**config.mk**
```make
export PLATFORM = sky130hd
export DESIGN_NAME = sorted_list_insert_delete
export DESIGN_NICKNAME = d
export VERILOG_FILES = /design/src/rtl/sli_pkg.sv /design/src/rtl/sli_cmp.sv /design/src/rtl/sorted_list_insert_delete.sv
export SDC_FILE = /design/constraint.sdc
export NUM_CORES = 1
export LEC_CHECK = 0
export BUFFER_PORTS_ARGS = -buffer_cell sky130_fd_sc_hd__buf_2
export CORE_MARGIN = 3
export CORE_UTILIZATION = 45
export CTS_BUF_LIST = sky130_fd_sc_hd__clkbuf_8
export DETAILED_ROUTE_END_ITERATION = 16
export SLEW_MARGIN = 20
export SYNTH_ARGS = -nofsm -noshare
export SYNTH_HDL_FRONTEND = slang
export SYNTH_SLANG_ARGS = --single-unit
```
**constraint.sdc**
```tcl
create_clock -name clock -period 5.08 [get_ports clock]
set_input_delay 0.254 -clock clock [delete_from_list [all_inputs] [get_ports clock]]
set_output_delay 0.254 -clock clock [all_outputs]
set_load 0.01 [all_outputs]
```
**src/rtl/sli_pkg.sv**
```systemverilog
package sli_pkg;

   // Store geometry
   localparam int DEPTH   = 16;
   localparam int IDX_W   = (DEPTH > 1) ? $clog2(DEPTH) : 1;
   localparam int CNT_W   = $clog2(DEPTH + 1);
   localparam int DATA_W  = 32;
   localparam int COUNT_W = 5;

   // Operation codes carried on the request tuser
   typedef enum logic [0:0] {
      ACT_INSERT = 1'b0,
      ACT_DELETE = 1'b1
   } action_type;

   // Result status carried on the response tuser
   typedef enum logic [1:0] {
      ST_INSERTED  = 2'd0,
      ST_DELETED   = 2'd1,
      ST_NOT_FOUND = 2'd2,
      ST_FULL      = 2'd3
   } status_type;

   // Flags from the shared compare unit
   typedef struct packed {
      logic lt;   // a < b, signed
      logic eq;   // a == b
   } cmp_flags_type;

endpackage

```
**src/rtl/sli_cmp.sv**
```systemverilog
module sli_cmp
   import sli_pkg::*;
(
   input  logic signed [DATA_W-1:0] a,
   input  logic signed [DATA_W-1:0] b,
   output cmp_flags_type            flags
);

   // One signed compare, shared by insert and delete walks
   always_comb begin
      flags.lt = (a < b);
      flags.eq = (a == b);
   end

endmodule

```
**src/rtl/sorted_list_insert_delete.sv**
```systemverilog
// Sorted store of up to DEPTH signed 32-bit values in ascending order, duplicates
// allowed. A request word (tuser = action, tdata = value) inserts the value before
// any equal entries, or deletes the first equal entry; each request returns one
// response word with status, entry count and the smallest stored value. The
// entries sit in one memory walked by one comparator, with a read state and a
// compare state per entry touched: an insert walks back from the tail, moving
// every entry not smaller than the value up one place, and writes the value in
// the gap it leaves, at the head if it gets there; a delete scans the whole list
// from the head, closing the gap behind the match. A refused insert or a delete
// on an empty store goes straight to the response without reading the memory.
// The block takes no new request until the current one has been placed in the
// response register; a finished response may wait there while the next request
// is accepted.
module sorted_list_insert_delete
   import sli_pkg::*;
(
   input  logic        clock,
   input  logic        reset,
   // request channel
   input  logic        req_tvalid,
   output logic        req_tready,
   input  logic [31:0] req_tdata,    // [31:0] value
   input  logic [0:0]  req_tuser,    // [0] action
   // response channel
   output logic        rsp_tvalid,
   input  logic        rsp_tready,
   output logic [39:0] rsp_tdata,    // [4:0] entry_count, [5] head_valid,
                                     // [37:6] head_value, [39:38] zero
   output logic [1:0]  rsp_tuser     // [1:0] status
);

   typedef enum logic [3:0] {
      S_IDLE = 4'b0001,
      S_READ = 4'b0010,
      S_CMP  = 4'b0100,
      S_DONE = 4'b1000
   } state_type;

   state_type                state_ff, state_in;
   logic [CNT_W-1:0]         k_ff, k_in;
   logic [CNT_W-1:0]         cnt_ff, cnt_in;
   action_type               act_ff, act_in;
   logic signed [DATA_W-1:0] val_ff, val_in;
   logic                     found_ff, found_in;
   status_type               status_ff, status_in;
   logic signed [DATA_W-1:0] head_ff, head_in;

   logic                     rsp_valid_ff, rsp_valid_in;
   status_type               rsp_status_ff, rsp_status_in;
   logic [CNT_W-1:0]         rsp_cnt_ff, rsp_cnt_in;
   logic signed [DATA_W-1:0] rsp_head_ff, rsp_head_in;

   // entry memory
   logic signed [DATA_W-1:0] mem [DEPTH];
   logic signed [DATA_W-1:0] rd_data_ff;
   logic [IDX_W-1:0]         rd_addr;
   logic                     rd_en;
   logic [IDX_W-1:0]         wr_addr;
   logic signed [DATA_W-1:0] wr_data;
   logic                     wr_en;

   logic [CNT_W-1:0]         k_dec;
   logic [CNT_W-1:0]         k_inc;
   cmp_flags_type            flags;
   logic                     out_free;

   assign k_dec    = k_ff - CNT_W'(1);
   assign k_inc    = k_ff + CNT_W'(1);
   assign out_free = !rsp_valid_ff || rsp_tready;

   // shared comparator: stored entry against the request value
   sli_cmp u_cmp (
      .a     (rd_data_ff),
      .b     (val_ff),
      .flags (flags)
   );

   // sequencer
   always_comb begin
      state_in      = state_ff;
      k_in          = k_ff;
      cnt_in        = cnt_ff;
      act_in        = act_ff;
      val_in        = val_ff;
      found_in      = found_ff;
      status_in     = status_ff;
      head_in       = head_ff;
      rsp_valid_in  = rsp_valid_ff && !rsp_tready;
      rsp_status_in = rsp_status_ff;
      rsp_cnt_in    = rsp_cnt_ff;
      rsp_head_in   = rsp_head_ff;
      rd_en         = 1'b0;
      rd_addr       = k_ff[IDX_W-1:0];
      wr_en         = 1'b0;
      wr_addr       = k_ff[IDX_W-1:0];
      wr_data       = val_ff;

      unique case (state_ff)
         S_IDLE: begin
            if (req_tvalid) begin
               act_in   = action_type'(req_tuser[0]);
               val_in   = req_tdata;
               found_in = 1'b0;
               if (action_type'(req_tuser[0]) == ACT_INSERT) begin
                  k_in = cnt_ff;
                  if (cnt_ff == CNT_W'(DEPTH)) begin
                     status_in = ST_FULL;
                     state_in  = S_DONE;
                  end else begin
                     state_in = S_READ;
                  end
               end else begin
                  k_in = '0;
                  if (cnt_ff == '0) begin
                     status_in = ST_NOT_FOUND;
                     state_in  = S_DONE;
                  end else begin
                     state_in = S_READ;
                  end
               end
            end
         end

         S_READ: begin
            if (act_ff == ACT_INSERT) begin
               if (k_ff == '0) begin
                  // reached the head: the value lands at position 0
                  wr_en     = 1'b1;
                  wr_addr   = '0;
                  wr_data   = val_ff;
                  status_in = ST_INSERTED;
                  state_in  = S_DONE;
               end else begin
                  rd_en    = 1'b1;
                  rd_addr  = k_dec[IDX_W-1:0];
                  state_in = S_CMP;
               end
            end else begin
               rd_en    = 1'b1;
               rd_addr  = k_ff[IDX_W-1:0];
               state_in = S_CMP;
            end
         end

         S_CMP: begin
            if (act_ff == ACT_INSERT) begin
               wr_en   = 1'b1;
               wr_addr = k_ff[IDX_W-1:0];
               if (!flags.lt) begin
                  // entry not smaller: move it up one place
                  wr_data  = rd_data_ff;
                  k_in     = k_dec;
                  state_in = S_READ;
               end else begin
                  wr_data   = val_ff;
                  status_in = ST_INSERTED;
                  state_in  = S_DONE;
               end
            end else begin
               // behind the match every entry moves down one place
               if (found_ff) begin
                  wr_en   = 1'b1;
                  wr_addr = k_dec[IDX_W-1:0];
                  wr_data = rd_data_ff;
               end else if (flags.eq) begin
                  found_in = 1'b1;
               end
               if (k_inc == cnt_ff) begin
                  status_in = (found_ff || flags.eq) ? ST_DELETED : ST_NOT_FOUND;
                  state_in  = S_DONE;
               end else begin
                  k_in     = k_inc;
                  state_in = S_READ;
               end
            end
         end

         S_DONE: begin
            if (out_free) begin
               priority case (status_ff)
                  ST_INSERTED: cnt_in = cnt_ff + CNT_W'(1);
                  ST_DELETED:  cnt_in = cnt_ff - CNT_W'(1);
                  default:     cnt_in = cnt_ff;
               endcase
               rsp_valid_in  = 1'b1;
               rsp_status_in = status_ff;
               rsp_cnt_in    = cnt_in;
               rsp_head_in   = head_ff;
               state_in      = S_IDLE;
            end
         end

         default: state_in = S_IDLE;
      endcase

      // head copy follows every write to position 0
      if (wr_en && (wr_addr == '0)) begin
         head_in = wr_data;
      end
   end

   // control registers
   always_ff @(posedge clock) begin
      if (reset) begin
         state_ff     <= S_IDLE;
         cnt_ff       <= '0;
         rsp_valid_ff <= 1'b0;
      end else begin
         state_ff     <= state_in;
         cnt_ff       <= cnt_in;
         rsp_valid_ff <= rsp_valid_in;
      end
   end

   // payload registers
   always_ff @(posedge clock) begin
      k_ff          <= k_in;
      act_ff        <= act_in;
      val_ff        <= val_in;
      found_ff      <= found_in;
      status_ff     <= status_in;
      head_ff       <= head_in;
      rsp_status_ff <= rsp_status_in;
      rsp_cnt_ff    <= rsp_cnt_in;
      rsp_head_ff   <= rsp_head_in;
   end

   // entry memory: one write, one registered read
   always_ff @(posedge clock) begin
      if (wr_en) begin
         mem[wr_addr] <= wr_data;
      end
      if (rd_en) begin
         rd_data_ff <= mem[rd_addr];
      end
   end

   // ports
   assign req_tready = (state_ff == S_IDLE);
   assign rsp_tvalid = rsp_valid_ff;
   assign rsp_tuser  = rsp_status_ff;
   assign rsp_tdata  = {2'b00,
                        (rsp_cnt_ff != '0) ? rsp_head_ff : {DATA_W{1'b0}},
                        (rsp_cnt_ff != '0),
                        COUNT_W'(rsp_cnt_ff)};

   // checks
   a_cnt_range: assert property (@(posedge clock) disable iff (reset)
      cnt_ff <= CNT_W'(DEPTH))
      else $error("entry count above depth");

   a_full_count: assert property (@(posedge clock) disable iff (reset)
      (rsp_valid_ff && rsp_status_ff == ST_FULL) |-> (rsp_cnt_ff == CNT_W'(DEPTH)))
      else $error("full status with room left");

   a_accept_busy: assert property (@(posedge clock) disable iff (reset)
      (req_tvalid && req_tready) |=> (state_ff != S_IDLE))
      else $error("request accepted but sequencer idle");

   a_rsp_hold: assert property (@(posedge clock) disable iff (reset)
      (rsp_valid_ff && !rsp_tready) |=> (rsp_valid_ff && $stable(rsp_cnt_ff)))
      else $error("pending response overwritten");

   a_insert_grows: assert property (@(posedge clock) disable iff (reset)
      (state_ff == S_DONE && out_free && status_ff == ST_INSERTED)
         |=> (cnt_ff == $past(cnt_ff) + CNT_W'(1)))
      else $error("insert did not grow the count");

endmodule
```
==> impl_results.md <==
* Clock skew at approximately 0.047 ns
* Min cycle time layout at between 4 and 5 ns
* Pre-Repair DR Iteration Count at 5
* Initial Utilization at between 40% and 50%
* Total grt overflow at 0
* Yosys reg bits at ~630
* Max frequency at 241.4 MHz
* LEAKAGE at about 10 nW
* Initial antenna violation count at 1
* CP Capture Type: register
* Worst-path clk slew at approximately 0.060 ns
* Sequential Power Share at 53.8%
* Worst path arrival time at between 4 and 5 ns
* Clock Latency Late Sink at between 0.7 and 0.8 ns
* Most common cell in the netlist: edfxtp_1
* Final setup fails at 0
* Setup TNS at 0 ns
* First-pass GRT wire length at 103.0 mm
* Crit path max fanout at 94
* Final wirelength at 69.05 mm
* Synth area leader: edfxtp_1
* Worst VDD drop at ~0.22 mV
* Cells after Synth at around 1900
* Final period util at 81.55%
* HP Class: input port to register
* Pwr dens at 366.4 mW/mm²
* Final hold vios at 0
* Largest stage delay, worst path at between 0.6 and 0.7 ns
* Most common flop cell mapped by yosys: edfxtp_1
* Worst setup path category: register to register
* Outcome: finished clean
* Final Max Slew Viols at 0
* Critical Path Source Type: register
* DRT iter0 DRCs at roughly 1700
* Port Buffers at a little under 80
* YS warnings at 0
* Mapped Avg Cell Area at around 14 µm²
* Std cell rows at 87
* I/O pins at 81
* Largest net degree at the start of global routing at ~160
* Vias in the first global route at 16480
* Logic pwr share at 9.0%
* Post-Syn Area at 0.02617 mm²
* CTS tree: yes
* Area of the core at 0.05693 mm²
* Switching power at between 0.002 and 0.003 W
* Inserted Clock Buffers at 104
* Routed wire per std cell at between 20 and 25 µm
* Async set or reset register ratio after synthesis at 0%
* MaxCap Viol Count at 0
* RSZ-0062 raised after global routing: false
* Count of different cell masters after synthesis at 55
* Synth area leaders: edfxtp_1, nand2_1, a211oi_1
* Die area at between 0.06 and 0.07 mm²
* Post-CTS sizing at 0
* Layout cells sized above 1 at approximately 15%
* Gpl congestion at between 0.7 and 0.8
* Critical path cell sequence: inv_1, ha_1, nor4b_2, inv_1, ha_1, nand3_4, buf_4, and3_1, a211oi_1, a31oi_1, a22oi_1, nand2_1
* Number of flops mapped to enable cells by yosys at ~620
* Die Span Y at roughly 250 µm
* Sequential fraction of the synthesis area at 72.36%
* DRC viols at 0
* Top post-synthesis cells by count: edfxtp_1, nand2_1, a31oi_1
* Layout area overhead at 14.60%
* Via/cell ratio at between 5 and 6
* Remaining antenna violation count after routing at 0
* Slew Limit Headroom at 19.26%
* Htree depth at 3
* Width of the die at between 200 and 250 µm
* Sw Share at roughly 25%
* Total track usage at between 20% and 30%
* Pint at just over 0.008 W
* Worst path required time at approximately 5.5 ns
* Final HPWL DP at about 36 mm
* Area share of the largest cell type after synthesis at 71.60%
* Clock power frac at between 30% and 40%
* Crit-path slowest cell: buf_4
* Max clock buf depth at 3
* Worst hold slack at roughly 0.25 ns
* Clock Sink Count at between 600 and 700
* Worst-Margin Slew at around 1.2 ns
* CTS root buffer: clkbuf_8
* Fill cells at between 4000 and 5000
* NumNets Final at 2088
* Via count at 16500
[worst paths after layout]
check	endpoint	start	slack, ns	cells after the start
worst min register to register	rsp_head_ff[25]$_DFFE_PP_	mem[0][25]$_DFFE_PP_	0.43	0
worst max-delay path	rd_data_ff[13]$_DFFE_PP_	k_ff[0]$_DFFE_PP_	0.94	12
worst min-delay path	val_ff[24]$_DFFE_PP_	req_tdata[24]	0.25	2
worst max register to register	rd_data_ff[13]$_DFFE_PP_	k_ff[0]$_DFFE_PP_	0.94	12
[state kept, by name, indices dropped and copies added (netlist names)]
register,count
mem,509
rd_data_ff,32
rsp_head_ff,32
val_ff,32
cnt_ff,5
k_ff,5
rsp_cnt_ff,5
state_ff,4
head_ff,3
rsp_tuser,2
status_ff,2
act_ff,1
found_ff,1
rsp_tvalid,1
[area by class of cell]
class	count	area, µm²	area share [%]
Sequential cell	634	18940	63.14
Multi-Input combinational cell	1068	6739	22.47
Clock buffer	104	1431	4.772
Timing Repair Buffer	155	1286	4.289
Tap cell	756	945.9	3.154
Clock inverter	85	465.4	1.552
Inverter	49	183.9	0.6132
Antenna cell	1	2.502	0.008343
[power by group through the flow]
stage | logic (W) | clock network [W] | registers, W
finish | 0.000991 | 0.00409 | 0.00591
global route | 0.00109 | 0.00442 | 0.00591
CTS | 0.000989 | 0.00419 | 0.00591
detailed placement | 0.000962 | 0 | 0.00602
global placement | 0.000943 | 0 | 0.00601
floorplan | 0.000657 | 0 | 0.00599
[per-layer routing]
layer	global-route usage (%)	routed length, µm
met5	0	0
met4	7.856	1939
met3	3.817	4266
met2	37.56	33190
met1	30.78	29660
[cell families after synthesis]
logic type / count (synthesis) / share of synthesized area (%)
AO/OA/AOI/OAI: 389 / 10.19
XOR/XNOR: 20 / 0.6693
adder cells (fa/ha/maj): 39 / 1.893
buffers and inverters: 178 / 2.711
flip-flops: 634 / 72.36
multiplexers: 39 / 1.654
other: 1 / 0.01433
AND/OR/NAND/NOR: 579 / 10.51
[stage by stage]
| step | util (%) | setup slack [ns] | power, W | instance area [µm²] | cells |
|---|---|---|---|---|---|
| finish | 52.68 | 0.9375 | 0.01099 | 29990 | 2852 |
| global route | 52.68 | 0.6680 | 0.01142 | 29990 | 2852 |
| CTS | 52.68 | 0.9960 | 0.01109 | 29990 | 2851 |
| detailed placement | 48.70 | 1.014 | 0.006978 | 27720 | 2625 |
| global placement | 48.70 | 1.159 | 0.006958 | 27720 | 2625 |
| floorplan | - | 1.255 | 0.006647 | 26180 | 1880 |
[cells in the final DEF, fill, tap and decap left out, types with 4 or more instances in the layout]
| master | instances |
|---|---|
| inv_1 | 77 |
| clkbuf_8 | 104 |
| mux2i_1 | 4 |
| ha_1 | 38 |
| dlygate4sd3_1 | 37 |
| buf_4 | 22 |
| nand2b_1 | 5 |
| clkinv_2 | 14 |
| a21oi_1 | 26 |
| nor2_4 | 21 |
| dfxtp_1 | 10 |
| a22oi_1 | 66 |
| buf_12 | 18 |
| xor2_1 | 7 |
| xnor2_1 | 13 |
| a211oi_1 | 129 |
| and3_1 | 128 |
| nor2_1 | 16 |
| nand4_1 | 10 |
| edfxtp_1 | 624 |
| nor3_1 | 6 |
| mux2_2 | 34 |
| nor2b_1 | 36 |
| a31oi_1 | 131 |
| clkinv_1 | 31 |
| nand3_1 | 10 |
| o21ai_0 | 12 |
| nand2_1 | 325 |
| o31ai_1 | 4 |
| buf_2 | 78 |
[repair_timing]
item / CTS / global route
hold endpoints to repair: 49 / 0
buffers inserted: 0 / 0
hold buffers: 37 / 0
[worst max-delay path: cells and delay by family, from the launching register on]
| kind | cells | cell delay [ns] |
|---|---|---|
| simple gates | 4 | 1.20 |
| buf+inv | 3 | 0.94 |
| flops | 1 | 0.56 |
| fa+ha+maj | 2 | 0.55 |
| compound gates | 3 | 0.53 |
Note: power is estimated with default switching activity, not from simulation.
